### config.mk
export PLATFORM = sky130hd
export DESIGN_NAME = hdlc_fax_frame_receiver
export DESIGN_NICKNAME = d
export VERILOG_FILES = /design/src/hw/rtl/hdlcfx_pkg.sv /design/src/hw/rtl/hdlc_fax_frame_receiver.sv /design/src/hw/rtl/hdlcfx_crc.sv /design/src/hw/rtl/hdlcfx_ctrl.sv
export SDC_FILE = /design/constraint.sdc
export NUM_CORES = 1
export LEC_CHECK = 0
export BUFFER_PORTS_ARGS = -buffer_cell sky130_fd_sc_hd__buf_2
export CAP_MARGIN = 20
export CORE_UTILIZATION = 55
export DETAILED_ROUTE_END_ITERATION = 10
export PLACE_DENSITY = 0.84
export SETUP_SLACK_MARGIN = 0.4
export SLEW_MARGIN = 20
export SYNTH_ARGS = -nofsm -noshare
export SYNTH_HDL_FRONTEND = slang
export SYNTH_SLANG_ARGS = --single-unit
### constraint.sdc
create_clock -name clk -period 3.7 [get_ports clk]
set_input_delay 0.925 -clock clk [delete_from_list [all_inputs] [get_ports clk]]
set_output_delay 0.925 -clock clk [all_outputs]
set_load 0.005 [all_outputs]
### src/hw/rtl/hdlcfx_pkg.sv
// hdlcfx_pkg: types and constants shared by the hdlc fax frame receiver
// no dependencies; imported by hdlcfx_crc, hdlcfx_ctrl, hdlc_fax_frame_receiver and the bench
`default_nettype none

package hdlcfx_pkg;

	// symbol codes
	localparam logic [2:0] OP_DATA    = 3'd0;
	localparam logic [2:0] OP_FLAG    = 3'd1;
	localparam logic [2:0] OP_ABORT   = 3'd2;
	localparam logic [2:0] OP_TIMEOUT = 3'd3;
	localparam logic [2:0] OP_START   = 3'd4;

	// result kinds
	localparam logic KIND_BYTE    = 1'b0;
	localparam logic KIND_VERDICT = 1'b1;

	// verdict codes
	localparam logic [2:0] ST_OK        = 3'd0;
	localparam logic [2:0] ST_TOO_LONG  = 3'd1;
	localparam logic [2:0] ST_TOO_SHORT = 3'd2;
	localparam logic [2:0] ST_CRC_ERR   = 3'd3;
	localparam logic [2:0] ST_BAD_ADDR  = 3'd4;
	localparam logic [2:0] ST_BAD_CTRL  = 3'd5;
	localparam logic [2:0] ST_TIMEOUT   = 3'd6;

	// receiver phases
	localparam logic [1:0] PH_HUNT   = 2'd0;
	localparam logic [1:0] PH_COUNT  = 2'd1;
	localparam logic [1:0] PH_GATHER = 2'd2;

	// frame checks
	localparam logic [15:0] CRC_POLY    = 16'h1021;
	localparam logic [15:0] CRC_PRESET  = 16'hffff;
	localparam logic [15:0] CRC_RESIDUE = 16'h1d0f;
	localparam logic [7:0]  ADDR_ALL    = 8'hff;
	localparam logic [7:0]  CTRL_CMD    = 8'hc0;
	localparam logic [7:0]  CTRL_FINAL  = 8'hc8;
	localparam int          MIN_FRAME_BYTES = 5;
	localparam int          FRAME_OVERHEAD  = 4;
	localparam logic [3:0]  MIN_FLAGS_RESET = 4'd10;
	localparam logic [3:0]  FLAG_COUNT_MAX  = 4'd15;

	typedef struct packed {
		logic [2:0] op;
		logic [7:0] data_byte;
	} in_t;

	typedef struct packed {
		logic       kind;
		logic [7:0] byte_value;
		logic [7:0] byte_index;
		logic [2:0] status;
		logic [7:0] frame_length;
		logic       final_frame;
	} out_t;

endpackage

`default_nettype wire

### src/hw/rtl/hdlc_fax_frame_receiver.sv
// hdlc_fax_frame_receiver: top level, input register, receiver core, result register
// depends on hdlcfx_pkg, hdlcfx_ctrl (and through it hdlcfx_crc)
//
// channel   direction  handshake             payload
// in        receive    in_valid / in_ready   in_data (op, data_byte)
// out       send       out_valid / out_ready out_data (kind .. final_frame)
// cfg       receive    cfg_we                cfg_wdata (min_preamble_flags)
//
// one symbol per cycle sustained unless the result register stalls; a symbol is held in the
// input register; its result (if any) enters the result register as the symbol is consumed
// all the per-symbol work, byte-wide crc included, is one combinational pass
// a stalled result register holds the input register, and in_ready drops only
// when both are full
// arst_n clears valids, receiver state and the preamble setting (10 flags)
`default_nettype none

module hdlc_fax_frame_receiver #(
	parameter int MAX_MESSAGE_BYTES = 256
) (
	input  wire logic             clk,
	input  wire logic             arst_n,
	input  wire logic             in_valid,
	output logic                  in_ready,
	input  wire hdlcfx_pkg::in_t  in_data,
	output logic                  out_valid,
	input  wire logic             out_ready,
	output hdlcfx_pkg::out_t      out_data,
	input  wire logic             cfg_we,
	input  wire logic [3:0]       cfg_wdata
);
	import hdlcfx_pkg::*;

	logic       valid_s1;
	in_t        item_s1;
	logic       advance;
	logic       res_valid;
	out_t       res;
	logic       out_valid_q;
	out_t       out_data_q;
	logic [3:0] min_flags_q;

	// preamble setting; the user must write it only while idle, the block does not enforce this
	always_ff @(posedge clk or negedge arst_n) begin
		if (!arst_n) begin
			min_flags_q <= MIN_FLAGS_RESET;
		end else if (cfg_we) begin
			min_flags_q <= cfg_wdata;
		end
	end

	// symbol leaves the input register whenever the result slot is free or draining
	assign advance  = !out_valid_q || out_ready;
	assign in_ready = !valid_s1 || advance;

	always_ff @(posedge clk or negedge arst_n) begin
		if (!arst_n) begin
			valid_s1 <= 1'b0;
		end else if (in_ready) begin
			valid_s1 <= in_valid;
		end
	end

	// payload register, no reset needed
	always_ff @(posedge clk) begin
		if (in_ready && in_valid) begin
			item_s1 <= in_data;
		end
	end

	hdlcfx_ctrl #(
		.MAX_MESSAGE_BYTES (MAX_MESSAGE_BYTES)
	) u_ctrl (
		.clk        (clk),
		.arst_n     (arst_n),
		.step_valid (valid_s1 && advance),
		.item       (item_s1),
		.min_flags  (min_flags_q),
		.res_valid  (res_valid),
		.res        (res)
	);

	// result register, loaded as the symbol is consumed
	always_ff @(posedge clk or negedge arst_n) begin
		if (!arst_n) begin
			out_valid_q <= 1'b0;
		end else if (advance) begin
			out_valid_q <= valid_s1 && res_valid;
		end
	end

	always_ff @(posedge clk) begin
		if (advance && valid_s1 && res_valid) begin
			out_data_q <= res;
		end
	end

	assign out_valid = out_valid_q;
	assign out_data  = out_data_q;

endmodule

`default_nettype wire

### src/hw/rtl/hdlcfx_crc.sv
// hdlcfx_crc: byte-wide crc-16-ccitt update, msb first
// depends on hdlcfx_pkg
`default_nettype none

module hdlcfx_crc (
	input  wire logic [15:0] crc_in,
	input  wire logic [7:0]  data,
	output logic      [15:0] crc_out
);
	import hdlcfx_pkg::*;

	always_comb begin
		logic [15:0] r;
		logic        fb;
		r = crc_in;
		for (int j = 0; j < 8; j++) begin
			fb = r[15] ^ data[7 - j];
			r = {r[14:0], 1'b0};
			if (fb) begin
				r = r ^ CRC_POLY;
			end
		end
		crc_out = r;
	end

endmodule

`default_nettype wire

### src/hw/rtl/hdlcfx_ctrl.sv
// hdlcfx_ctrl: receiver state, flag hunting, byte gathering and frame verdict
// depends on hdlcfx_pkg and hdlcfx_crc
`default_nettype none

module hdlcfx_ctrl #(
	parameter int MAX_MESSAGE_BYTES = 256
) (
	input  wire logic               clk,
	input  wire logic               arst_n,
	input  wire logic               step_valid,
	input  wire hdlcfx_pkg::in_t    item,
	input  wire logic [3:0]         min_flags,
	output logic                    res_valid,
	output hdlcfx_pkg::out_t        res
);
	import hdlcfx_pkg::*;

	localparam int CNT_W = $clog2(MAX_MESSAGE_BYTES + 1);

	logic [1:0]       phase_q, phase_d;
	logic [3:0]       flag_count_q, flag_count_d;
	logic [CNT_W-1:0] byte_count_q, byte_count_d;
	logic [15:0]      crc_q, crc_d;
	logic [7:0]       addr_q, addr_d;
	logic [7:0]       ctl_q, ctl_d;
	logic             preamble_q, preamble_d;

	// frame state as seen by the current symbol (cleared when gathering starts)
	logic [CNT_W-1:0] eff_count;
	logic [15:0]      eff_crc;
	logic [7:0]       eff_addr;
	logic [7:0]       eff_ctl;
	logic             gather;
	logic             from_count;
	logic [15:0]      crc_next;

	always_comb begin
		from_count = (phase_q == PH_COUNT) && (item.op != OP_FLAG)
			&& !(preamble_q && (flag_count_q < min_flags));
		eff_count = from_count ? '0 : byte_count_q;
		eff_crc   = from_count ? CRC_PRESET : crc_q;
		eff_addr  = from_count ? 8'h00 : addr_q;
		eff_ctl   = from_count ? 8'h00 : ctl_q;
	end

	hdlcfx_crc u_crc (
		.crc_in  (eff_crc),
		.data    (item.data_byte),
		.crc_out (crc_next)
	);

	always_comb begin
		phase_d      = phase_q;
		flag_count_d = flag_count_q;
		byte_count_d = byte_count_q;
		crc_d        = crc_q;
		addr_d       = addr_q;
		ctl_d        = ctl_q;
		preamble_d   = preamble_q;
		res_valid    = 1'b0;
		res          = '0;
		gather       = 1'b0;
		if (step_valid) begin
			case (item.op)
				OP_START: begin
					phase_d      = PH_HUNT;
					flag_count_d = '0;
					preamble_d   = 1'b1;
					byte_count_d = '0;
					crc_d        = CRC_PRESET;
					addr_d       = '0;
					ctl_d        = '0;
				end
				OP_TIMEOUT: begin
					phase_d      = PH_HUNT;
					flag_count_d = '0;
					byte_count_d = '0;
					crc_d        = CRC_PRESET;
					addr_d       = '0;
					ctl_d        = '0;
					res_valid    = 1'b1;
					res.kind     = KIND_VERDICT;
					res.status   = ST_TIMEOUT;
				end
				OP_DATA, OP_FLAG, OP_ABORT: begin
					if (phase_q == PH_COUNT) begin
						if (item.op == OP_FLAG) begin
							if (flag_count_q != FLAG_COUNT_MAX) begin
								flag_count_d = flag_count_q + 4'd1;
							end
						end else if (!from_count) begin
							// preamble too short, drop the symbol
							phase_d      = PH_HUNT;
							flag_count_d = '0;
						end else begin
							gather = 1'b1;
						end
					end else if (phase_q == PH_GATHER) begin
						gather = 1'b1;
					end else if (item.op == OP_FLAG) begin
						phase_d      = PH_COUNT;
						flag_count_d = 4'd1;
					end else begin
						phase_d = PH_HUNT;
					end

					if (gather) begin
						phase_d      = PH_GATHER;
						byte_count_d = eff_count;
						crc_d        = eff_crc;
						addr_d       = eff_addr;
						ctl_d        = eff_ctl;
						if (item.op == OP_FLAG) begin
							// closing flag doubles as first flag of the next preamble
							res_valid = 1'b1;
							res.kind  = KIND_VERDICT;
							if (eff_count < CNT_W'(MIN_FRAME_BYTES)) begin
								res.status = ST_TOO_SHORT;
							end else if (eff_crc != CRC_RESIDUE) begin
								res.status = ST_CRC_ERR;
							end else if (eff_addr != ADDR_ALL) begin
								res.status = ST_BAD_ADDR;
							end else if (eff_ctl != CTRL_CMD && eff_ctl != CTRL_FINAL) begin
								res.status = ST_BAD_CTRL;
							end else begin
								res.status       = ST_OK;
								res.frame_length = 8'(eff_count - CNT_W'(FRAME_OVERHEAD));
								res.final_frame  = eff_ctl[3];
								preamble_d       = eff_ctl[3];
							end
							phase_d      = PH_COUNT;
							flag_count_d = 4'd1;
							byte_count_d = '0;
							crc_d        = CRC_PRESET;
							addr_d       = '0;
							ctl_d        = '0;
						end else if (eff_count >= CNT_W'(MAX_MESSAGE_BYTES)) begin
							res_valid    = 1'b1;
							res.kind     = KIND_VERDICT;
							res.status   = ST_TOO_LONG;
							phase_d      = PH_HUNT;
							flag_count_d = '0;
							byte_count_d = '0;
							crc_d        = CRC_PRESET;
							addr_d       = '0;
							ctl_d        = '0;
						end else if (item.op == OP_DATA) begin
							if (eff_count == CNT_W'(0)) begin
								addr_d = item.data_byte;
							end else if (eff_count == CNT_W'(1)) begin
								ctl_d = item.data_byte;
							end
							crc_d          = crc_next;
							byte_count_d   = eff_count + CNT_W'(1);
							res_valid      = 1'b1;
							res.kind       = KIND_BYTE;
							res.byte_value = item.data_byte;
							res.byte_index = 8'(eff_count);
						end
					end
				end
				default: ;
			endcase
		end
	end

	always_ff @(posedge clk or negedge arst_n) begin
		if (!arst_n) begin
			phase_q      <= PH_HUNT;
			flag_count_q <= '0;
			byte_count_q <= '0;
			crc_q        <= CRC_PRESET;
			addr_q       <= '0;
			ctl_q        <= '0;
			preamble_q   <= 1'b1;
		end else begin
			phase_q      <= phase_d;
			flag_count_q <= flag_count_d;
			byte_count_q <= byte_count_d;
			crc_q        <= crc_d;
			addr_q       <= addr_d;
			ctl_q        <= ctl_d;
			preamble_q   <= preamble_d;
		end
	end

	a_count_bound: assert property (@(posedge clk) disable iff (!arst_n)
		byte_count_q <= CNT_W'(MAX_MESSAGE_BYTES))
		else $error("byte count past message limit");

	a_counting_has_flag: assert property (@(posedge clk) disable iff (!arst_n)
		phase_q == PH_COUNT |-> flag_count_q != 4'd0)
		else $error("counting phase with no flag seen");

	a_empty_crc_preset: assert property (@(posedge clk) disable iff (!arst_n)
		byte_count_q == CNT_W'(0) |-> crc_q == CRC_PRESET)
		else $error("crc not preset on empty frame");

	a_result_needs_step: assert property (@(posedge clk) disable iff (!arst_n)
		res_valid |-> step_valid)
		else $error("result without a symbol");

endmodule

`default_nettype wire

# Word level (Yosys, flattened, before mapping)
# Cells that the tools add are included.
[totals] ff_bits=94 n_memories=0 out_inout_bits=31 ram_bits=0 rom_bits=0 wordCells=184 latch_bits=0
[classes] n_lt_le_gt_ge=3 n_reduce_logical=25 muxes=92 n_bitwise=21 n_mul=0 n_addsub=3 eq_ne=22 n_shift=0 div=0
[op_table] operator="$mux W16" count=8
[op_table] operator="$mux W13" count=8
[op_table] operator="$mux W8" count=13
[op_table] operator="$mux W9" count=10
[op_table] operator="$mux W4" count=9
[op_table] operator="$pmux W16 S2" count=1
[op_table] operator="$pmux W8 S2" count=2
[op_table] operator="$mux W29" count=1
[op_table] operator="$ne A8 B8 Y1 const B" count=3
[op_table] operator="$not A3 Y3" count=8
[op_table] operator="$mux W1" count=21
[op_table] operator="$pmux W9 S2" count=1
[op_table] operator="$ne A16 B13 Y1 const B" count=1
[op_table] operator="$mux W3" count=5
[op_table] operator="$mux W2" count=7
[op_table] operator="$ne A4 B4 Y1 const B" count=3
[op_table] operator="$add A9 B1 Y9 const B" count=1
[op_table] operator="$eq A9 B1 Y1 const B" count=1
[op_table] operator="$ge A9 B9 Y1 const B" count=1
[op_table] operator="$logic_not A9 Y1" count=1
[op_table] operator="$lt A9 B3 Y1 const B" count=1
[op_table] operator="$logic_and A1 B1 Y1" count=8
[op_table] operator="$ne A2 B2 Y1 const B" count=4
[op_table] operator="$pmux W4 S2" count=1
[op_table] operator="other kinds (28)" count=47

# Depth between registers and ports, before layout
# Gate-level depths: netlist (run 1).
[depth] word_depth=26 depth_mapped=14 ltp_nobuf=12

# Hierarchy
# Synthesis (run 1) repeated with hierarchy kept, for this count alone.
[unflattened] hier_cells=452 hier_area_um2=5016.1
[by_module_without_submodules] mod="hdlcfx_ctrl" cells_each=369 n_inst=1 area_each_um2=3170.5 seq_area_each_um2=1222.4
[by_module_without_submodules] mod="hdlc_fax_frame_receiver" cells_each=58 n_inst=1 area_each_um2=1457.6 seq_area_each_um2=1353.8
[by_module_without_submodules] mod="hdlcfx_crc" cells_each=25 n_inst=1 area_each_um2=387.9 seq_area_each_um2=0.0

# Worst setup path before layout (run 1)
# Ideal clock, no wire load.
[synth_timing] kind="register to register" from="register min_flags_q[3]" to="register u_ctrl.addr_q[0]" path_stages_with_launch=14 required_ps=3579 arrival_ps=2797 n_path_buf=2 path_slack_ps=782 cell_sequence="dfstp_2 > inv_1 > ha_1 > o211ai_2 > o211ai_2 > nand2_1 > buf_2 > clkbuf_1 > nand2_1 > ha_1 > nand3_1 > a2111oi_0 > o21ai_1 > a22o_1"
[synth_via] elab_chain_len=12 word_cells_on_any_way=21 classes_between="order compare (2); eq/ne (1); mux (13); reduce/logical (5)"
[synth_rtl] item="start, declared" line="hdlc_fax_frame_receiver.sv:40" rtl="logic [3:0] min_flags_q;"
[synth_rtl] item="start signal, assigned" line="hdlc_fax_frame_receiver.sv:47" rtl="min_flags_q <= cfg_wdata;"
[synth_rtl] item="$lt A4 B4 Y1 (*)" line="hdlcfx_ctrl.sv:39" rtl="&& !(preamble_q && (flag_count_q < min_flags));"
[synth_rtl] item="$logic_and A1 B1 Y1 (*)" line="hdlcfx_ctrl.sv:39"
[synth_rtl] item="$logic_not A1 Y1 (*)" line="hdlcfx_ctrl.sv:39"
[synth_rtl] item="$logic_and A1 B1 Y1 (*)" line="hdlcfx_ctrl.sv:39"
[synth_rtl] item="branches (longest 8 deep; another with $ge A9 B9 Y1)"
[synth_rtl] item="end signal, assigned" line="hdlcfx_ctrl.sv:181" rtl="addr_q <= addr_d;"
[synth_rtl] item="end, declared" line="hdlcfx_ctrl.sv:24" rtl="logic [7:0] addr_q, addr_d;"
# Every way passes the cells marked *. The select of a mux whose other input is x is not followed.
# A chain may end at the register's enable or synchronous reset.

# Worst setup path after layout (run 1)
[layout_timing] from="register min_flags_q[1]" to="register u_ctrl.addr_q[6]"
[layout_via] elab_chain_len=12 word_cells_on_any_way=21 classes_between="order compare (2); eq/ne (1); mux (13); reduce/logical (5)"
[layout_rtl] item="$lt A4 B4 Y1 (*)" line="hdlcfx_ctrl.sv:39"
[layout_rtl] item="$logic_and A1 B1 Y1 (*)" line="hdlcfx_ctrl.sv:39"
[layout_rtl] item="$logic_not A1 Y1 (*)" line="hdlcfx_ctrl.sv:39"
[layout_rtl] item="$logic_and A1 B1 Y1 (*)" line="hdlcfx_ctrl.sv:39"
[layout_rtl] item="$mux W9 (*)" line="hdlcfx_ctrl.sv:40" rtl="eff_count = from_count ? '0 : byte_count_q;"
[layout_rtl] item="net u_ctrl.eff_count[2]" line="hdlcfx_ctrl.sv:29" rtl="logic [CNT_W-1:0] eff_count;"
[layout_rtl] item="branches (longest 3 deep; another with $ge A9 B9 Y1)"
[layout_rtl] item="$mux W8 (*)" line="hdlcfx_ctrl.sv:137" rtl="end else if (eff_count >= CNT_W'(MAX_MESSAGE_BYTES)) begin"
[layout_rtl] item="$mux W8 (*)" line="hdlcfx_ctrl.sv:113" rtl="if (item.op == OP_FLAG) begin"
[layout_rtl] item="$mux W8 (*)" line="hdlcfx_ctrl.sv:107" rtl="if (gather) begin"
[layout_rtl] item="$pmux W8 S2 (*)" line="hdlcfx_ctrl.sv:64" rtl="case (item.op)"
# Mark *: on every way through the listed nets, which the timed path passes. The select of a mux whose other input is x is not followed.

==> results of run 1 <==
[flip-flops by register name, indices dropped and copies added, names as in the netlist]
name and count:
out_data 29, u_ctrl.crc_q 16, item_s1 11, u_ctrl.byte_count_q 9, u_ctrl.addr_q 8, u_ctrl.ctl_q 8, min_flags_q 4, u_ctrl.flag_count_q 4
u_ctrl.phase_q 2, out_valid 1, u_ctrl.preamble_q 1, valid_s1 1
[cells in the mapped netlist (4+ instances only)]
master	number	area, um2
o211a_1	4	40.0
nor3_1	7	35.0
nand4_1	5	31.3
nand3_1	16	80.1
o211ai_1	10	75.1
ha_1	8	100
a21o_1	4	30.0
buf_2	5	25.0
o21ai_0	30	150
a2bb2oi_1	12	105
xnor2_1	21	184
dfstp_2	19	499
and2_1	7	43.8
a21oi_1	28	140
dfrtp_1	35	876
or3_1	4	25.0
nor2b_1	8	50.1
nor2_1	44	165
and3_1	14	87.6
xor2_1	12	105
edfxtp_1	40	1200
a211oi_1	4	30.0
a22o_1	16	140
clkbuf_1	15	56.3
nand2_1	32	120
inv_1	13	48.8
nand2b_1	6	37.5
[critical path, delay by kind of cell, from the launching register on]
kind | cells | cell delay [ns]
AO/OA/AOI/OAI | 5 | 1.28
AND/OR/NAND/NOR | 3 | 0.61
flip-flops | 1 | 0.54
adder cells (fa/ha/maj) | 2 | 0.46
buffers and inverters | 2 | 0.15
[final timing paths]
| kind | start | end | slack [ns] | cells past startpoint |
|---|---|---|---|---|
| worst max-delay path | min_flags_q[1]$_DFFE_PN1P_ | u_ctrl.addr_q[6]$_DFFE_PN0P_ | 0.56 | 12 |
| worst min-delay path | u_ctrl.ctl_q[3]$_DFFE_PN0P_ | u_ctrl.ctl_q[3]$_DFFE_PN0P_ | 0.51 | 1 |
| worst max register to register | min_flags_q[1]$_DFFE_PN1P_ | u_ctrl.addr_q[6]$_DFFE_PN0P_ | 0.56 | 12 |
| worst min register to register | u_ctrl.ctl_q[3]$_DFFE_PN0P_ | u_ctrl.ctl_q[3]$_DFFE_PN0P_ | 0.51 | 1 |
| max in group asynchronous | arst_n | u_ctrl.crc_q[9]$_DFFE_PN1P_ | 2.49 | 2 |
| min in group asynchronous | arst_n | min_flags_q[2]$_DFFE_PN0P_ | 0.53 | 1 |
[stage by stage]
stage | setup slack, ns | power (W)
CTS | 0.473 | 0.00258
global route | 0.421 | 0.00270
detailed placement | 0.493 | 0.00189
finish | 0.555 | 0.00259
global placement | 0.653 | 0.00187
floorplan | 0.782 | 0.00172
[layout by cell type, fill, tap and decap left out, types with 10 or more instances in the layout]
cell       count
dfstp_2       19
xor2_1        12
o21ai_0       30
dfrtp_1       35
a2bb2oi_1     12
a22o_1        16
edfxtp_1      40
a21oi_1       28
inv_1         13
nor2_1        44
and3_1        14
xnor2_1       21
nand2_1       32
buf_2         49
o211ai_1      10
nand3_1       16
[metal layers]
layer  GRT usage, %  vias up  part of all wire, %
li1               -     1896                    -
met1           34.4     2014                   39
met2           42.7      263                   48
met3           4.51       51                  8.1
met4           16.4        0                  4.3
met5              0        -                    0
[where the power goes]
part	switching [W]	internal [W]
logic	0.000368	0.000237
clock network	0.000423	0.000266
registers	0.000106	0.00119
[cell families (layout without fill, tap and decap cells)]
family	Yosys count	in the layout	share of synthesized area, %
fa+ha+maj	8	8	1.98
simple gates	164	164	17.0
xor+xnor	33	33	5.71
buf+inv	40	87	3.46
compound gates	145	145	20.7
flops	94	94	50.9
mux	1	1	0.223
[final cells by class]
type	count	area [um2]
well taps	108	135
repair buffers	58	313
multi-input cells	351	2320
clock buffers	9	124
clock inverters	7	75.1
fillers	696	3210
flip-flops and latches	94	2580
inverters	13	48.8
==> summary.txt, run 1 <==
CTS
  • Postcts setup bufs: 0
  • CTS max path bufs: 2
  • # hold bufs at CTS: 0
  • TritonCTS Buffers: 9
  • H-tree depth: 3
  • CTS-repair resized insts: 0
  • Clock Pin Slew Worst Setup and Hold Paths: 0.10 ns
  • Sink Count: 94
  • CTS root buffer: clkbuf_8
  • Clk_lat worst skew: 0.39 ns
  • CTS tree: done

GRT
  • Vias in the first global route: 4005
  • Total grt overflow: 0
  • GRT Resource Usage Total: 26.8%
  • Largest net degree at the start of global routing: 48
  • Initial antenna violation count: 0
  • Global-route wire length before repair: 20100 um

STA
  • Worst Tran Pin Value: 0.800 ns
  • Final hold vios: 0
  • RSZ-0062 raised after global routing: false
  • Max-slew violations: 0
  • Final setup violation count: 0
  • Hold WS: 0.515 ns
  • Slew headroom: 46.5%
  • Final Skew: 0.0128 ns
  • Fmax: 318 MHz
  • Tmin final: 3.14 ns
  • Sum Neg Setup Slack: 0 ns
  • Post-route clock period utilization: 85.0%

Place
  • Buffers on Ports: 50
  • Final HPWL DP: 8620 um
  • # placed instances: 624
  • Placed Area: 5380 um2
  • Gp weighted congestion: 0.872

Setup path
  • Critical Path Start Type: flip-flop
  • Critical path fanouts, max: 8
  • CP Data Arrival Time: 3.43 ns
  • Worst-path cell chain: inv_1, ha_1, o211ai_2, o211ai_2, nand2_1, and2_1, inv_1, ha_1, nand3_1, a2111oi_1, o21ai_2, a22o_1
  • CP Capture Type: flip-flop
  • Slowest stage delay, CP: 0.54 ns
  • Critical Path Slowest Stage Cell: dfstp_2
  • Crit Path Category: reg -> reg
  • Required time of the critical path: 3.98 ns

Synthesis
  • Synth unique cells: 68
  • Main synth FF type: edfxtp_1
  • Post-synthesis area per instance: 10.4 um2
  • Syn Nets: 513
  • Async S/R FF share, synth: 57.4%
  • Post-synth EDFFs: 40
  • Post-synthesis sequential area ratio: 50.9%
  • Register bit total from synthesis: 94
  • Mapped Area: 5060 um2
  • Cells after Synth: 485
  • Ys Warns: 0

Floorplanning
  • I/O pin count: 51
  • Die Y: 97.9 um
  • Die Area: 9590 um2
  • Core Region: 8810 um2
  • Row Count: 34
  • Initial Utilization: 57.5%
  • DIE WIDTH: 97.9 um

Finish
  • Nets@finish: 555
  • Share of cells above drive strength 1: 20.3%
  • Finished Layout Cells: 640
  • Layout area overhead: 10.6%
  • Final instance area: 5600 um2
  • Antenna diodes: 0
  • Util after Layout: 63.6%

Power and ir drop
  • Leak: 2.32 nW
  • Cell Pwr Density: 463 nW/um2
  • Maximum vdd drop: 0.190 mV

Outcome
  • Status: complete, but fails checks
  • Failing checks: design-rule violations

Routing
  • Initial DRC Count: 472
  • DR pass1 iterations: 8
  • Drt wl/cell: 19.4 um
  • Vias: 4224
  • Number of vias per cell: 6.60
  • Remaining DRCs: 5
  • WL final: 12400 um
  • Antenna-violating nets left: 0

Flow run
  • Max-cap violations: 0

Hold path
  • Worst hold path class: reg -> reg
No activity file was read; power rests on OpenSTA's default activity.
==> run 2: changes to the inputs <==
- CORE_UTILIZATION: 55 -> 54
- PLACE_DENSITY: 0.84 -> 0.86
- clock period: 3.7 -> 2.6 ns (I/O delays scaled with it)
==> run 2 against run 1 <==
Against the previous run:
- the run ends with negative setup slack left
- critical path type unchanged
- largest power group unchanged
- global-route usage grew 2.8 points
- flip-flop and latch count stayed put
- critical path depth up 1
==> summary.txt, run 2 (synthesis gave the netlist of run 1 again) <==
Outcome
  • Status: complete, but fails checks
  • Failing checks: negative setup slack

CTS
  • Sink Count: 94 (unchanged)
  • CTS root buffer: clkbuf_8
  • Clk_lat worst skew: 0.39 ns (about the same)
  • H-tree depth: 3 (unchanged)
  • CTS tree: done
  • TritonCTS Buffers: 9 (unchanged)
  • Clock Pin Slew Worst Setup and Hold Paths: 0.10 ns (about the same)
  • CTS max path bufs: 2 (unchanged)
  • # hold bufs at CTS: 0 (unchanged)

Power and ir drop
  • Cell Pwr Density: 622 nW/um2 (+34%)
  • Leak: 2.80 nW (+21%)
  • Maximum vdd drop: 0.366 mV (+93%)

STA
  • Worst Tran Pin Value: 0.722 ns (-0.0781 ns)
  • Post-route clock period utilization: 101% (+16 points)
  • Slew headroom: 51.9% (+5.4 points)
  • Tmin final: 2.63 ns (-0.511 ns)
  • Fmax: 380 MHz (+19%)
  • RSZ-0062 raised after global routing: true
  • Min setup slack post-route: -0.0340 ns (-0.589 ns)
  • Final setup violation count: 8 (+8)
  • Final hold vios: 0 (unchanged)
  • Hold WS: 0.373 ns (-0.142 ns)
  • Final Skew: 0.0102 ns (-0.00257 ns)
  • Max-slew violations: 0 (unchanged)

Finish
  • Largest register FFs: 29 (unchanged)
  • Antenna diodes: 0 (unchanged)
  • Filler cells: 477 (-31%)
  • Final instance area: 6900 um2 (+23%)
  • Most common cell after layout, fill and taps aside: buf_4
  • Finished Layout Cells: 712 (+11%)
  • Commonest cells after routing, fill and taps aside: 58 x buf_4, 50 x buf_2, 40 x edfxtp_1
  • Nets@finish: 627 (+13%)
  • Layout area overhead: 36.3%
  • Share of cells above drive strength 1: 45.9% (+26 points)

Setup path
  • Critical Path Slowest Stage Cell: dfstp_2
  • Critical path fanouts, max: 8 (unchanged)
  • Buf/Inv on CP: 3 (+1)
  • Crit Path Category: reg -> reg
  • Worst-path cell chain: inv_2, ha_4, o211ai_4, o211ai_4, nand2_4, buf_6, nand2_8, ha_4, nand3_4, buf_4, a21oi_1, and3_2, a22o_1
  • CP Data Arrival Time: 2.96 ns (-0.47 ns)
  • Critical Path Start Type: flip-flop
  • Required time of the critical path: 2.92 ns (-1.06 ns)
  • CP Capture Type: flip-flop
  • Largest delay contributor family on the critical path: compound AO/OA/AOI/OAI gates
  • Slowest stage delay, CP: 0.54 ns (about the same)

Routing
  • WL final: 16600 um (+34%)
  • Initial DRC Count: 675 (+43%)
  • Vias: 4904 (+16%)
  • Drt wl/cell: 23.3 um (+20%)
  • Antenna-violating nets left: 0 (unchanged)
  • Remaining DRCs: 0 (-5)
  • Number of vias per cell: 6.89 (+4.4%)
  • DR pass1 iterations: 6 (-2)

GRT
  • Total grt overflow: 0 (unchanged)
  • Largest net degree at the start of global routing: 55 (+15%)
  • GRT Resource Usage Total: 29.6% (+2.8 points)
  • Initial antenna violation count: 0 (unchanged)
  • Global-route wire length before repair: 22200 um (+11%)
  • Vias in the first global route: 4335 (+8.2%)

Floorplanning
  • DIE WIDTH: 98.8 um (+0.90%)
  • Row Count: 34 (unchanged)
  • Initial Utilization: 56.9% (-0.55 points)
  • Die Area: 9760 um2 (+1.8%)
  • Die Y: 98.8 um (+0.90%)
  • I/O pin count: 51 (unchanged)
  • Core Region: 8890 um2 (+0.97%)

Place
  • Gp weighted congestion: 0.886 (+1.7%)
  • Final HPWL DP: 9180 um (+6.5%)
  • Buffers on Ports: 50 (unchanged)
  • # placed instances: 662 (+6.1%)
  • Placed Area: 5850 um2 (+8.7%)
  • Post-Place Setup Slack: -0.0435 ns (-0.537 ns)

Hold path
  • Worst hold path class: in -> async

Flow run
  • Max-cap violations: 0 (unchanged)
[run 2: worst paths after layout]
path / from / end / slack (ns) / cells after the start
max in group asynchronous: arst_n / u_ctrl.ctl_q[0]$_DFFE_PN0P_ / 1.73 / 2
worst min register to register: u_ctrl.addr_q[1]$_DFFE_PN0P_ / u_ctrl.addr_q[1]$_DFFE_PN0P_ / 0.52 / 1
min in group clk: in_data[4] / item_s1[4]$_DFFE_PP_ / 0.43 / 1
worst min-delay path: arst_n / min_flags_q[0]$_DFFE_PN0P_ / 0.37 / 2
worst max register to register: min_flags_q[3]$_DFFE_PN1P_ / u_ctrl.addr_q[2]$_DFFE_PN0P_ / -0.03 / 13
worst max-delay path: min_flags_q[3]$_DFFE_PN1P_ / u_ctrl.addr_q[2]$_DFFE_PN0P_ / -0.03 / 13
[run 2: where the power goes]
group | switching (W) | internal (W)
combinational | 0.000791 | 0.000622
sequential | 0.000148 | 0.00170
clock | 0.000575 | 0.000460
total | 0.00151 | 0.00278
[run 2: per-layer routing]
| metal | track usage (%) | routed length (um) | up-vias |
|---|---|---|---|
| met3 | 5.11 | 1600 | 110 |
| met5 | 0 | 0 | - |
| met4 | 14.4 | 1060 | 0 |
| met1 | 38.8 | 6140 | 2364 |
| li1 | - | - | 2042 |
| met2 | 48.0 | 7810 | 388 |
[run 2: worst register-to-register path, cell delays in order, from the launching register on]
cell,delay (ns)
dfstp_2,0.54
inv_2,0.05
ha_4,0.28
o211ai_4,0.08
o211ai_4,0.21
nand2_4,0.13
buf_6,0.16
nand2_8,0.09
ha_4,0.14
nand3_4,0.10
buf_4,0.18
a21oi_1,0.12
and3_2,0.30
a22o_1,0.20
[run 2: cell type report]
cell class	instances	area, um2	share of cell area (%)
Clock buffer	10	128	1.85
Clock inverter	6	75.1	1.09
Inverter	13	51.3	0.744
Multi-Input combinational cell	355	3030	43.9
Sequential cell	94	2580	37.4
Tap cell	108	135	1.96
Timing Repair Buffer	126	901	13.1
[run 2: through the flow]
step,power [W],TNS (ns),utilization (%)
floorplan,0.00254,0,-
global placement,0.00281,0,65.7
detailed placement,0.00285,-0.127,65.7
CTS,0.00392,0,70.1
global route,0.00444,-0.982,77.6
finish,0.00429,-0.100,77.6
[run 2: repair_timing]
item / 4_1_cts / 5_1_grt
cloned: 2 / 4
pin swaps: 10 / 19
resized for setup: 23 / 117
endpoints found under the setup margin: 90 / 103
setup buffers: 11 / 17
